`config.mk`:
```
export PLATFORM = sky130hd
export DESIGN_NAME = i2c_master_byte_engine
export DESIGN_NICKNAME = d
export VERILOG_FILES = /design/src/rtl/i2cm_pkg.sv /design/src/rtl/i2cm_regs.sv /design/src/rtl/i2cm_core.sv /design/src/rtl/i2c_master_byte_engine.sv
export SDC_FILE = /design/constraint.sdc
export NUM_CORES = 1
export LEC_CHECK = 0
export ABC_CLOCK_PERIOD_IN_PS = 4800
export BUFFER_PORTS_ARGS = -buffer_cell sky130_fd_sc_hd__buf_2
export CORE_MARGIN = 1.5
export CORE_UTILIZATION = 45
export DETAILED_ROUTE_END_ITERATION = 10
export HOLD_SLACK_MARGIN = 0.03
export PLACE_DENSITY = 0.67
export REMOVE_ABC_BUFFERS = 1
export SETUP_SLACK_MARGIN = 0.5
export SLEW_MARGIN = 20
export SYNTH_ARGS = -nofsm -noshare
export SYNTH_HDL_FRONTEND = slang
export SYNTH_SLANG_ARGS = --single-unit
```
`constraint.sdc`:
```
create_clock -name clk -period 4.8 [get_ports clk]
set_clock_uncertainty 0.1 [all_clocks]
set_input_delay 0.96 -clock clk [delete_from_list [all_inputs] [get_ports clk]]
set_output_delay 0.96 -clock clk [all_outputs]
set_load 0.005 [all_outputs]
```
`src/rtl/i2cm_pkg.sv`:
```
// Shared types, codes and helpers for the I2C master byte engine.
// No dependencies; i2cm_regs, i2cm_core and the top level import this package.
`default_nettype none
package i2cm_pkg;

  localparam int DELAY_BITS = 16;
  localparam int CFG_W      = 16;
  localparam int RECOVERY_MAX = 9;

  typedef enum logic [2:0] {
    CMD_NONE    = 3'd0,
    CMD_WRITE   = 3'd1,
    CMD_READ    = 3'd2,
    CMD_STOP    = 3'd3,
    CMD_RECOVER = 3'd4
  } cmd_t;

  typedef enum logic [4:0] {
    PH_IDLE      = 5'd0,
    PH_RS_SETUP  = 5'd1,
    PH_RS_WAIT   = 5'd2,
    PH_RS_HOLD   = 5'd3,
    PH_ST_SAMPLE = 5'd4,
    PH_ST_HOLD   = 5'd5,
    PH_BIT_SETUP = 5'd6,
    PH_BIT_WAIT  = 5'd7,
    PH_BIT_HOLD  = 5'd8,
    PH_SP_SETUP  = 5'd9,
    PH_SP_WAIT   = 5'd10,
    PH_SP_HOLD   = 5'd11,
    PH_SP_SAMPLE = 5'd12,
    PH_SP_END    = 5'd13,
    PH_RC_CHECK  = 5'd14,
    PH_RC_HIGH   = 5'd15,
    PH_RC_LOW    = 5'd16,
    PH_RC_SAMPLE = 5'd17
  } phase_t;

  // Register byte addresses.
  localparam logic [2:0] ADDR_HALF_PERIOD = 3'd0;
  localparam logic [CFG_W-1:0] HALF_PERIOD_RESET = 16'd156;

  typedef struct packed {
    logic [2:0] command;
    logic       with_start;
    logic       with_stop;
    logic [7:0] tx_byte;
    logic       reply_nack;
    logic       scl_level;
    logic       sda_level;
  } item_t;

  typedef struct packed {
    logic       bus_owned;
    logic       arb_lost;
    logic       nack_received;
    logic [7:0] rx_byte;
    logic       done_res;
    logic       busy_res;
    logic       sda_pull_low;
    logic       scl_pull_low;
  } result_t;

  // True when SDA is left released during the given bit slot.
  function automatic logic slot_released(input logic [3:0] bcnt, input logic rd,
                                         input logic nack, input logic [7:0] shift);
    logic rel;
    if (bcnt < 4'd8) begin
      rel = rd ? 1'b1 : shift[7];
    end else begin
      rel = rd ? nack : 1'b1;
    end
    return rel;
  endfunction

endpackage
`default_nettype wire

```
`src/rtl/i2cm_regs.sv`:
```
// APB-style configuration register for the I2C master byte engine.
// Holds the half-period delay; depends on i2cm_pkg.
`default_nettype none
module i2cm_regs
  import i2cm_pkg::*;
(
  input  wire logic             clk,
  input  wire logic             rst_n,
  input  wire logic             cfg_psel,
  input  wire logic             cfg_penable,
  input  wire logic             cfg_pwrite,
  input  wire logic [2:0]       cfg_paddr,
  input  wire logic [31:0]      cfg_pwdata,
  output logic      [31:0]      cfg_prdata,
  output logic                  cfg_pready,
  output logic      [CFG_W-1:0] half_period_o
);

  logic [CFG_W-1:0] half_period_r;
  logic             hit;

  // The low two address bits select bytes within the word and are ignored.
  assign hit = (cfg_paddr[2] == ADDR_HALF_PERIOD[2]);

  always_ff @(posedge clk) begin
    if (!rst_n) begin
      half_period_r <= HALF_PERIOD_RESET;
    end else if (cfg_psel && cfg_penable && cfg_pwrite && hit) begin
      half_period_r <= cfg_pwdata[CFG_W-1:0];
    end
  end

  assign cfg_pready    = 1'b1;
  assign cfg_prdata    = hit ? {{(32-CFG_W){1'b0}}, half_period_r} : 32'd0;
  assign half_period_o = half_period_r;

endmodule
`default_nettype wire

```
`src/rtl/i2cm_core.sv`:
```
// Bus sequencer of the I2C master byte engine: one step per bus tick.
// Holds the protocol state; depends on i2cm_pkg.
`default_nettype none
module i2cm_core
  import i2cm_pkg::*;
(
  input  wire logic             clk,
  input  wire logic             rst_n,
  input  wire logic             step_i,
  input  wire item_t            item_i,
  input  wire logic [CFG_W-1:0] half_period_i,
  output result_t               res_o
);

  phase_t                phase_r, phase_nxt;
  logic [DELAY_BITS-1:0] dcnt_r, dcnt_nxt;
  logic [3:0]            bcnt_r, bcnt_nxt;
  logic [7:0]            shift_r, shift_nxt;
  logic                  started_r, started_nxt;
  logic                  rd_r, rd_nxt;
  logic                  stop_r, stop_nxt;
  logic                  nack_r, nack_nxt;
  logic [3:0]            pulses_r, pulses_nxt;
  logic                  drv_scl_r, drv_scl_nxt;
  logic                  drv_sda_r, drv_sda_nxt;
  logic                  st_nack_r, st_nack_nxt;
  logic                  st_arb_r, st_arb_nxt;
  logic [7:0]            rx_r, rx_nxt;
  logic                  done;

  logic [DELAY_BITS-1:0] lim;
  logic                  hit;
  logic [DELAY_BITS-1:0] dcnt_step;
  logic [3:0]            bnew;
  logic [7:0]            shift_new;
  logic                  rel;
  logic                  is_rd;

  assign lim = (DELAY_BITS'(half_period_i) == '0) ? DELAY_BITS'(1) : DELAY_BITS'(half_period_i);
  assign hit = ({1'b0, dcnt_r} + 1'b1) >= {1'b0, lim};
  assign dcnt_step = hit ? '0 : dcnt_r + 1'b1;
  assign bnew = bcnt_r + 4'd1;
  assign is_rd = (item_i.command == CMD_READ);
  assign shift_new = (item_i.command == CMD_WRITE) ? item_i.tx_byte : 8'd0;
  assign rel = slot_released(bcnt_r, rd_r, nack_r, shift_r);

  always_comb begin
    phase_nxt   = phase_r;
    dcnt_nxt    = dcnt_r;
    bcnt_nxt    = bcnt_r;
    shift_nxt   = shift_r;
    started_nxt = started_r;
    rd_nxt      = rd_r;
    stop_nxt    = stop_r;
    nack_nxt    = nack_r;
    pulses_nxt  = pulses_r;
    drv_scl_nxt = drv_scl_r;
    drv_sda_nxt = drv_sda_r;
    st_nack_nxt = st_nack_r;
    st_arb_nxt  = st_arb_r;
    rx_nxt      = rx_r;
    done        = 1'b0;

    case (phase_r)
      PH_IDLE: begin
        if (item_i.command inside {CMD_WRITE, CMD_READ, CMD_STOP, CMD_RECOVER}) begin
          dcnt_nxt   = '0;
          st_arb_nxt = 1'b0;
        end
        if (item_i.command inside {CMD_WRITE, CMD_READ}) begin
          bcnt_nxt  = 4'd0;
          rd_nxt    = is_rd;
          stop_nxt  = item_i.with_stop;
          nack_nxt  = item_i.reply_nack;
          shift_nxt = shift_new;
          if (item_i.command == CMD_WRITE && item_i.with_start) begin
            drv_sda_nxt = 1'b0;
            phase_nxt   = started_r ? PH_RS_SETUP : PH_ST_SAMPLE;
          end else begin
            drv_sda_nxt = !slot_released(4'd0, is_rd, item_i.reply_nack, shift_new);
            phase_nxt   = PH_BIT_SETUP;
          end
        end else if (item_i.command == CMD_STOP) begin
          drv_sda_nxt = 1'b1;
          phase_nxt   = PH_SP_SETUP;
        end else if (item_i.command == CMD_RECOVER) begin
          pulses_nxt  = 4'd0;
          drv_scl_nxt = 1'b0;
          drv_sda_nxt = 1'b0;
          phase_nxt   = PH_RC_CHECK;
        end
      end
      PH_RS_SETUP: begin
        dcnt_nxt = dcnt_step;
        if (hit) begin
          drv_scl_nxt = 1'b0;
          phase_nxt   = PH_RS_WAIT;
        end
      end
      PH_RS_WAIT: begin
        if (item_i.scl_level) phase_nxt = PH_RS_HOLD;
      end
      PH_RS_HOLD: begin
        dcnt_nxt = dcnt_step;
        if (hit) phase_nxt = PH_ST_SAMPLE;
      end
      PH_ST_SAMPLE: begin
        if (!item_i.sda_level) st_arb_nxt = 1'b1;
        drv_sda_nxt = 1'b1;
        phase_nxt   = PH_ST_HOLD;
      end
      PH_ST_HOLD: begin
        dcnt_nxt = dcnt_step;
        if (hit) begin
          drv_scl_nxt = 1'b1;
          started_nxt = 1'b1;
          if (bcnt_r == 4'd8 && rd_r) rx_nxt = shift_r;
          drv_sda_nxt = !rel;
          phase_nxt   = PH_BIT_SETUP;
        end
      end
      PH_BIT_SETUP: begin
        dcnt_nxt = dcnt_step;
        if (hit) begin
          drv_scl_nxt = 1'b0;
          phase_nxt   = PH_BIT_WAIT;
        end
      end
      PH_BIT_WAIT: begin
        if (item_i.scl_level) begin
          if (bcnt_r < 4'd8 && rd_r) begin
            shift_nxt = {shift_r[6:0], item_i.sda_level};
          end else if (bcnt_r < 4'd8) begin
            if (rel && !item_i.sda_level) st_arb_nxt = 1'b1;
            shift_nxt = {shift_r[6:0], 1'b0};
          end else if (rd_r) begin
            if (rel && !item_i.sda_level) st_arb_nxt = 1'b1;
          end else begin
            // Acknowledge slot after a written byte: high means NACK.
            st_nack_nxt = item_i.sda_level;
          end
          phase_nxt = PH_BIT_HOLD;
        end
      end
      PH_BIT_HOLD: begin
        dcnt_nxt = dcnt_step;
        if (hit) begin
          drv_scl_nxt = 1'b1;
          bcnt_nxt    = bnew;
          if (bnew < 4'd9) begin
            if (bnew == 4'd8 && rd_r) rx_nxt = shift_r;
            drv_sda_nxt = !slot_released(bnew, rd_r, nack_r, shift_r);
            phase_nxt   = PH_BIT_SETUP;
          end else if (stop_r) begin
            drv_sda_nxt = 1'b1;
            phase_nxt   = PH_SP_SETUP;
          end else begin
            phase_nxt = PH_IDLE;
            done      = 1'b1;
          end
        end
      end
      PH_SP_SETUP: begin
        dcnt_nxt = dcnt_step;
        if (hit) begin
          drv_scl_nxt = 1'b0;
          phase_nxt   = PH_SP_WAIT;
        end
      end
      PH_SP_WAIT: begin
        if (item_i.scl_level) phase_nxt = PH_SP_HOLD;
      end
      PH_SP_HOLD: begin
        dcnt_nxt = dcnt_step;
        if (hit) begin
          drv_sda_nxt = 1'b0;
          phase_nxt   = PH_SP_SAMPLE;
        end
      end
      PH_SP_SAMPLE: begin
        if (!item_i.sda_level) st_arb_nxt = 1'b1;
        phase_nxt = PH_SP_END;
      end
      PH_SP_END: begin
        dcnt_nxt = dcnt_step;
        if (hit) begin
          started_nxt = 1'b0;
          phase_nxt   = PH_IDLE;
          done        = 1'b1;
        end
      end
      PH_RC_CHECK: begin
        if (item_i.scl_level && item_i.sda_level) begin
          phase_nxt = PH_IDLE;
          done      = 1'b1;
        end else begin
          phase_nxt = PH_RC_HIGH;
        end
      end
      PH_RC_HIGH: begin
        dcnt_nxt = dcnt_step;
        if (hit) begin
          drv_scl_nxt = 1'b1;
          phase_nxt   = PH_RC_LOW;
        end
      end
      PH_RC_LOW: begin
        dcnt_nxt = dcnt_step;
        if (hit) begin
          drv_scl_nxt = 1'b0;
          drv_sda_nxt = 1'b0;
          phase_nxt   = PH_RC_SAMPLE;
        end
      end
      PH_RC_SAMPLE: begin
        pulses_nxt = pulses_r + 4'd1;
        if ((item_i.scl_level && item_i.sda_level) || (pulses_nxt >= 4'(RECOVERY_MAX))) begin
          phase_nxt = PH_IDLE;
          done      = 1'b1;
        end else begin
          phase_nxt = PH_RC_HIGH;
        end
      end
      default: begin
        phase_nxt = PH_IDLE;
      end
    endcase
  end

  always_ff @(posedge clk) begin
    if (!rst_n) begin
      phase_r   <= PH_IDLE;
      dcnt_r    <= '0;
      bcnt_r    <= 4'd0;
      shift_r   <= 8'd0;
      started_r <= 1'b0;
      rd_r      <= 1'b0;
      stop_r    <= 1'b0;
      nack_r    <= 1'b0;
      pulses_r  <= 4'd0;
      drv_scl_r <= 1'b0;
      drv_sda_r <= 1'b0;
      st_nack_r <= 1'b0;
      st_arb_r  <= 1'b0;
      rx_r      <= 8'd0;
    end else if (step_i) begin
      phase_r   <= phase_nxt;
      dcnt_r    <= dcnt_nxt;
      bcnt_r    <= bcnt_nxt;
      shift_r   <= shift_nxt;
      started_r <= started_nxt;
      rd_r      <= rd_nxt;
      stop_r    <= stop_nxt;
      nack_r    <= nack_nxt;
      pulses_r  <= pulses_nxt;
      drv_scl_r <= drv_scl_nxt;
      drv_sda_r <= drv_sda_nxt;
      st_nack_r <= st_nack_nxt;
      st_arb_r  <= st_arb_nxt;
      rx_r      <= rx_nxt;
    end
  end

  // The result shows the state left behind by this tick.
  always_comb begin
    res_o.scl_pull_low  = drv_scl_nxt;
    res_o.sda_pull_low  = drv_sda_nxt;
    res_o.busy_res      = (phase_nxt != PH_IDLE);
    res_o.done_res      = done;
    res_o.rx_byte       = rx_nxt;
    res_o.nack_received = st_nack_nxt;
    res_o.arb_lost      = st_arb_nxt;
    res_o.bus_owned     = started_nxt;
  end

endmodule
`default_nettype wire

```
`src/rtl/i2c_master_byte_engine.sv`:
```
// I2C master byte engine, usage summary:
// Each transaction on the in_ stream is one bus tick: the sampled SCL and SDA
// levels plus an optional command (write byte, read byte, stop, bus recovery)
// that is taken only while no operation is running. For every input
// transaction exactly one result transaction leaves on the out_ stream with
// the open-drain pull-low drives, busy and done flags, the last read byte,
// the ACK status, the arbitration flag and bus ownership.
// The input passes through one input register, then the sequencer step into the
// result register. Throughput is one transaction per cycle while the result
// receiver accepts; the sequencer state is updated once per tick.
// When the result receiver stalls, the held result and one buffered input
// wait and in_tready drops; nothing is lost or repeated.
// The half-period delay (ticks per bus delay step) is written through the cfg_ APB
// port at address 0 by the user, only while the engine is idle; the block does not check.
// Synchronous active-low reset empties both registers, releases both lines,
// returns to idle and sets the delay to 156 ticks.
// Depends on i2cm_pkg, i2cm_regs and i2cm_core.
`default_nettype none
module i2c_master_byte_engine
  import i2cm_pkg::*;
(
  input  wire logic        clk,
  input  wire logic        rst_n,
  input  wire logic        in_tvalid,
  output logic             in_tready,
  // [0] with_start, [1] with_stop, [9:2] tx_byte, [10] reply_nack,
  // [11] scl_level, [12] sda_level, [15:13] zero
  input  wire logic [15:0] in_tdata,
  // [2:0] command
  input  wire logic [2:0]  in_tuser,
  output logic             out_tvalid,
  input  wire logic        out_tready,
  // [0] scl_pull_low, [1] sda_pull_low, [2] busy_res, [3] done_res,
  // [11:4] rx_byte, [12] nack_received, [13] arb_lost,
  // [14] bus_owned, [15] zero
  output logic      [15:0] out_tdata,
  input  wire logic        cfg_psel,
  input  wire logic        cfg_penable,
  input  wire logic        cfg_pwrite,
  input  wire logic [2:0]  cfg_paddr,
  input  wire logic [31:0] cfg_pwdata,
  output logic      [31:0] cfg_prdata,
  output logic             cfg_pready
);

  logic             in_valid_r;
  item_t            item_r;
  logic             out_valid_r;
  result_t          res_r;
  result_t          res;
  logic             step;
  logic [CFG_W-1:0] half_period;

  i2cm_regs u_regs (
    .clk           (clk),
    .rst_n         (rst_n),
    .cfg_psel      (cfg_psel),
    .cfg_penable   (cfg_penable),
    .cfg_pwrite    (cfg_pwrite),
    .cfg_paddr     (cfg_paddr),
    .cfg_pwdata    (cfg_pwdata),
    .cfg_prdata    (cfg_prdata),
    .cfg_pready    (cfg_pready),
    .half_period_o (half_period)
  );

  // A buffered tick is processed whenever the result register is free or drains.
  assign step      = in_valid_r && (!out_valid_r || out_tready);
  assign in_tready = !in_valid_r || step;

  always_ff @(posedge clk) begin
    if (!rst_n) begin
      in_valid_r <= 1'b0;
    end else if (in_tready) begin
      in_valid_r <= in_tvalid;
    end
  end

  always_ff @(posedge clk) begin
    if (in_tready && in_tvalid) begin
      item_r.command    <= in_tuser;
      item_r.with_start <= in_tdata[0];
      item_r.with_stop  <= in_tdata[1];
      item_r.tx_byte    <= in_tdata[9:2];
      item_r.reply_nack <= in_tdata[10];
      item_r.scl_level  <= in_tdata[11];
      item_r.sda_level  <= in_tdata[12];
    end
  end

  i2cm_core u_core (
    .clk           (clk),
    .rst_n         (rst_n),
    .step_i        (step),
    .item_i        (item_r),
    .half_period_i (half_period),
    .res_o         (res)
  );

  always_ff @(posedge clk) begin
    if (!rst_n) begin
      out_valid_r <= 1'b0;
    end else if (step) begin
      out_valid_r <= 1'b1;
    end else if (out_tready) begin
      out_valid_r <= 1'b0;
    end
  end

  always_ff @(posedge clk) begin
    if (step) begin
      res_r <= res;
    end
  end

  assign out_tvalid = out_valid_r;
  assign out_tdata  = {1'b0, res_r.bus_owned, res_r.arb_lost, res_r.nack_received,
                       res_r.rx_byte, res_r.done_res, res_r.busy_res, res_r.sda_pull_low,
                       res_r.scl_pull_low};

endmodule
`default_nettype wire

```
Word-level counts from Yosys, hierarchy flattened:

Index checks and enable logic that the tools add are counted.
Widths: inputs -> output; s select.

* bitwise logic cells: 1
* mux-type cells: 99
* reduce and logical (&&, ||, !) cells: 40
* equal/unequal tests: 31
* $add $sub $neg: 4
* order comparisons: 5

Operator list (count)
* $mux 5: 18
* $pmux 5 s18: 1
* $mux 8: 10
* $mux 16: 4
* $mux 1: 47
* $eq 5x4->1 const B: 8
* $mux 4: 8
* $pmux 16 s2: 1
* $pmux 8 s2: 2
* $eq 5x3->1 const B: 4
* $add 16x1->17 const B: 1
* $ge 17x16->1: 1
* $add 16x1->16 const B: 1
* $logic_not 16->1: 1
* $pmux 4 s2: 2
* $lt 4x4->1 const B: 3
* $reduce_bool 2->1: 6
* $logic_and 1x1->1: 11
* $eq 5x2->1 const B: 2
* $eq 5x5->1 const B: 2
* $reduce_and 5->1: 2
* $reduce_or 10->1: 1
* $add 4x1->4 const B: 2
* $eq 4x4->1 const B: 2
* other kinds (24): 40

* register bits: 102
* input port bits: 61
* logic and storage cells: 212

Longest topological paths before layout:

* word-level depth: 10
* depth in mapped cells: 15

Hierarchy:

From an unflattened synthesis, not the netlist that was laid out.

* cells, all modules: 720
* area total of the unflattened synthesis: 6168.4 um2

Modules (own cells, without submodules)
* i2cm_core: cells an instance 572, instances 1, sequential area each 1061.0 um2, area each 4195.3 um2
* i2c_master_byte_engine: cells an instance 42, instances 1, sequential area each 970.9 um2, area each 1046.0 um2
* i2cm_regs: cells an instance 106, instances 1, sequential area each 320.3 um2, area each 927.1 um2

Worst setup path after synthesis:

OpenSTA, ideal clock, no wires.

* kind: register -> register
* from: register u_core.dcnt_r[4]
* to: register res_r, in the netlist out_tdata[2] (data pin)
* path slack: 1064 ps
* data arrival time: 3364 ps
* stages on the path, launching flop included: 16
* data required time: 4428 ps
* clock period less this slack: 3736 ps
* cell sequence: dfxtp_1 > and3_4 > and3_2 > clkbuf_1 > nand2_1 > or3_1 > xnor2_1 > ha_1 > nand4_1 > nor2_1 > o311ai_1 > and2_2 > buf_6 > nand2_1 > mux2_2 > or4_1

RTL lines
* start, declared: RTL line i2cm_core.sv:16 `logic [DELAY_BITS-1:0] dcnt_r, dcnt_nxt;`
* start signal, assigned: RTL line i2cm_core.sv:248 `dcnt_r <= dcnt_nxt;`
* end signal, assigned: RTL line i2c_master_byte_engine.sv:112 `res_r <= res;`
* end, declared: RTL line i2c_master_byte_engine.sv:49 `result_t res_r;`

==> impl.org <==
** Synthesis
- Synth Register Bits :: 102
- Post-synthesis share of cell area spent on full adders, half adders and majority gates :: 4.32%
- A synthesized cell averages 8.57 um^2.
- Of the synthesized area, sequential elements account for 38.7%.
- Flip-flop cell with the highest count after synthesis :: sky130_fd_sc_hd__dfxtp_1
- Combinational family with the most area after synthesis :: simple AND/OR/NAND/NOR gates
- Number of synthesized flops with an enable pin :: 31
- Number of distinct library cells after synthesis :: 80
- Summing the areas of all compound-gate instances in the mapped netlist gives 19.1% of the synthesized area.
- Of the total synthesized cell area, the portion taken by XOR and XNOR cells is 2.16%.
- Post-synthesis mux area share :: 3.83%
- The cell count after synthesis came out at 709.
- Warning count from the yosys run :: 0
- The synthesized netlist devotes 23.7% of its cell area to simple gates.
- Share of flip-flops with an asynchronous set or reset :: 0%
- Cell area after technology mapping :: 0.00608 mm^2

** Pwr
- Leakage power :: 2.59 nW
- Power density of the placed cells :: 288 mW/mm^2
- Total Power :: 1.94 mW
- Maximum vdd ir drop :: 0.246 mV

** Floorplan
- Core area :: 0.0132 mm^2
- Die area :: 0.0142 mm^2
- In this run the core area contains 42 standard-cell rows.
- The die is 119 um tall.
- Number of top-level pins :: 112
- Initial core utilization :: 46.1%
- The die is 119 um wide.

** STA
- Relative slew slack :: 40.8%
- Final sum of negative setup slack :: 0 ns
- Count of endpoints failing setup in the final report :: 0
- Unrepaired setup endpoints after global routing :: no
- Pin slew with the least headroom to its limit :: 0.888 ns
- Final worst-path cycle share :: 84.2%
- After layout, the worst setup slack is 0.756 ns.
- Post-layout min period :: 4.04 ns
- Hold is met by 0.360 ns.
- The number of hold violations in the final report was 0.
- The max-slew violation count was 0.
- For this run, the top clock speed supported by timing is 247 MHz.

** Critical path
- Endpoint required time on the critical path :: 4.80 ns
- Counting both buffers and inverters, the worst setup path holds a total of 0.
- Chain of cells forming the critical path :: and3_1 > and3_2 > nand2_1 > or3_1 > xnor2_1 > ha_1 > nand4_1 > nor2_1 > a21oi_1 > o31a_1 > nand2_1 > mux2_2 > or4_1
- The worst setup path is captured at a flip-flop.
- Startpoint of the worst setup timing path :: u_core.dcnt_r[2]
- Of all nets on the critical path, the largest fanout is 6.
- The kind of cell with the highest combined delay along the critical path is simple AND/OR/NAND/NOR gates.
- Slowest cell on the critical path :: sky130_fd_sc_hd__or4_1
- The setup path with the least slack is of type flip-flop to flip-flop.
- The worst setup path is launched from a flip-flop.
- Startpoint of the worst register-to-register path :: u_core.dcnt_r[2]
- Largest incremental delay on the critical path :: 0.52 ns
- Most used cell, CP :: sky130_fd_sc_hd__nand2_1
- Arrival time reported for the critical path endpoint :: 4.04 ns

** Clock network
- Clock-pin slew on the worst setup and hold paths :: 0.07 ns
- Clock latency on the worst-skew pair, taken at its later pin, is 0.36 ns.
- Number of clock sinks seen by CTS :: 102
- Root buffer cell :: sky130_fd_sc_hd__clkbuf_16
- CTS tree :: yes
- TritonCTS Buffers :: 9
- In this run the number of H-tree levels came out at 3.
- Bufs on Longest Clock Path :: 2

** Placement
- The HPWL after detailed placement is 10900 um.
- The count of buffers added on input and output ports is 72.
- Including well taps, the total number of placed cells is 924.
- Once placement finished, the instance area stood at 0.00641 mm^2.
- Dpl ws :: 0.667 ns
- At the end of routability-driven placement, the weighted congestion stood at 0.879.

** Finish
- Commonest cells after routing, fill and taps aside :: 89 x sky130_fd_sc_hd__nand2_1, 72 x sky130_fd_sc_hd__buf_2, 71 x sky130_fd_sc_hd__nor2_1, 71 x sky130_fd_sc_hd__dfxtp_1, 52 x sky130_fd_sc_hd__a21oi_1
- Leaving out fill and tap cells, the most frequent cell in the layout is sky130_fd_sc_hd__nand2_1.
- For this run, the post-layout net count is 844.
- The finished cells cover 0.00674 mm^2.
- The repair_antennas step left the layout with diodes totalling 0.
- From synthesis to final layout, the design area changed by 11.0%.
- Leaving out filler cells and counting taps, the final layout contains 943.
- The post-route netlist has 17.3% of its cells at a drive strength greater than 1.
- For this run, the share of the core covered by cells in the final layout is 51.1%.

** GRT
- Global router's overall resource usage :: 21.4%
- The first global-routing pass estimated 24200 um of wire.
- Initial antenna violation count :: 0
- Summed over all layers, the global routing overflow is 0.
- Number of global-route vias before repair :: 4906
- Maximum number of pins on one net before global-route repair :: 38

** Job
- The tool flagged a number of max-cap violations equal to 0.

** Route
- Post-detailed-route count of antenna-violating nets :: 0
- Iteration count of the initial detailed-routing pass :: 5
- After detailed routing, the number of remaining DRC violations is 0.
- For this block, the initial DRC count from the detailed router was 372.
- For this block, the routed nets add up to 15000 um of wire.
- Mean number of vias per cell :: 5.57
- After detailed routing, the average wire length per cell comes to 15.9 um.
- Via Count :: 5254

** Worst hold path
- Worst hold start :: u_core.st_arb_r
- The tightest min-delay check is of the flip-flop to flip-flop type.

** Run status
- The run finished with clean final reports.
-- cell usage after synthesis, types with 12 or more instances --
| library cell | number | share of area [%] |
|---|---|---|
| sky130_fd_sc_hd__nand2_1 | 89 | 5.5 |
| sky130_fd_sc_hd__dfxtp_1 | 71 | 23 |
| sky130_fd_sc_hd__nor2_1 | 71 | 4.4 |
| sky130_fd_sc_hd__a21oi_1 | 52 | 4.3 |
| sky130_fd_sc_hd__edfxtp_1 | 31 | 15 |
| sky130_fd_sc_hd__inv_1 | 30 | 1.9 |
| sky130_fd_sc_hd__nand3_1 | 26 | 2.1 |
| sky130_fd_sc_hd__clkbuf_1 | 25 | 1.5 |
| sky130_fd_sc_hd__o21ai_0 | 25 | 2.1 |
| sky130_fd_sc_hd__ha_1 | 21 | 4.3 |
| sky130_fd_sc_hd__buf_4 | 20 | 2.5 |
| sky130_fd_sc_hd__nor3_1 | 16 | 1.3 |
| sky130_fd_sc_hd__nand2b_1 | 14 | 1.4 |
| sky130_fd_sc_hd__and2_1 | 12 | 1.2 |
| sky130_fd_sc_hd__mux2i_1 | 12 | 2.0 |
-- registers in the layout, summed over array words and instances, names as in the netlist, 4 cells and up --
signal / flops
u_core.phase_r: 5
item_r: 16
u_core.dcnt_r: 16
u_core.rx_r: 8
u_core.bcnt_r: 4
u_core.pulses_r: 4
u_core.shift_r: 8
u_regs.half_period_o: 16
out_tdata: 15
-- timing repair --
item / CTS / global route
setup endpoints to repair: 0 / 1
hold buffers: 0 / 0
buffers inserted: 0 / 3
gates resized for setup: 0 / 1
-- where the power goes --
| part | total (mW) | internal (mW) | leakage (nW) | switching [mW] |
|---|---|---|---|---|
| Combinational | 0.227 | 0.0866 | 1.58 | 0.140 |
| Clock | 0.766 | 0.414 | 0.150 | 0.352 |
| Sequential | 0.946 | 0.917 | 0.867 | 0.0294 |
| Total | 1.94 | 1.42 | 2.59 | 0.521 |
-- area by class of cell --
type | count | area (um^2)
fill | 1272 | 6450
multi-input combinational | 534 | 3290
sequential | 102 | 2350
timing repair buffer | 84 | 450
clock buffer | 10 | 229
tap | 176 | 220
inverter | 31 | 121
clock inverter | 6 | 76.3
-- path summary, 6_finish.rpt --
check,end,slack (ns),cells past startpoint
worst min register to register,u_core.st_arb_r,0.36,2
worst max-delay path,out_tdata[2],0.76,13
worst max register to register,out_tdata[2],0.76,13
worst min-delay path,u_core.st_arb_r,0.36,2
-- routing by layer --
metal | track usage (%) | vias up | wire length, um
met5 | 0 | - | 0
met3 | 4.50 | 23 | 882
met1 | 27.5 | 2439 | 6640
li1 | - | 2612 | -
met2 | 35.5 | 180 | 7170
met4 | 7.61 | 0 | 320
-- tightest hold or removal path, cell delays in order (launching register included) --
cell                      delay (ns)
sky130_fd_sc_hd__dfxtp_1        0.31
sky130_fd_sc_hd__nand2_1        0.05
sky130_fd_sc_hd__a21oi_1        0.05
-- kinds of logic after synthesis --
group,Yosys count
multiplexers,22
other,2
AND/OR/NAND/NOR,290
buffers and inverters,89
AO/OA/AOI/OAI,168
flip-flops,102
XOR/XNOR,15
adder cells (fa/ha/maj),21
Note: power is estimated with default switching activity, not from simulation.
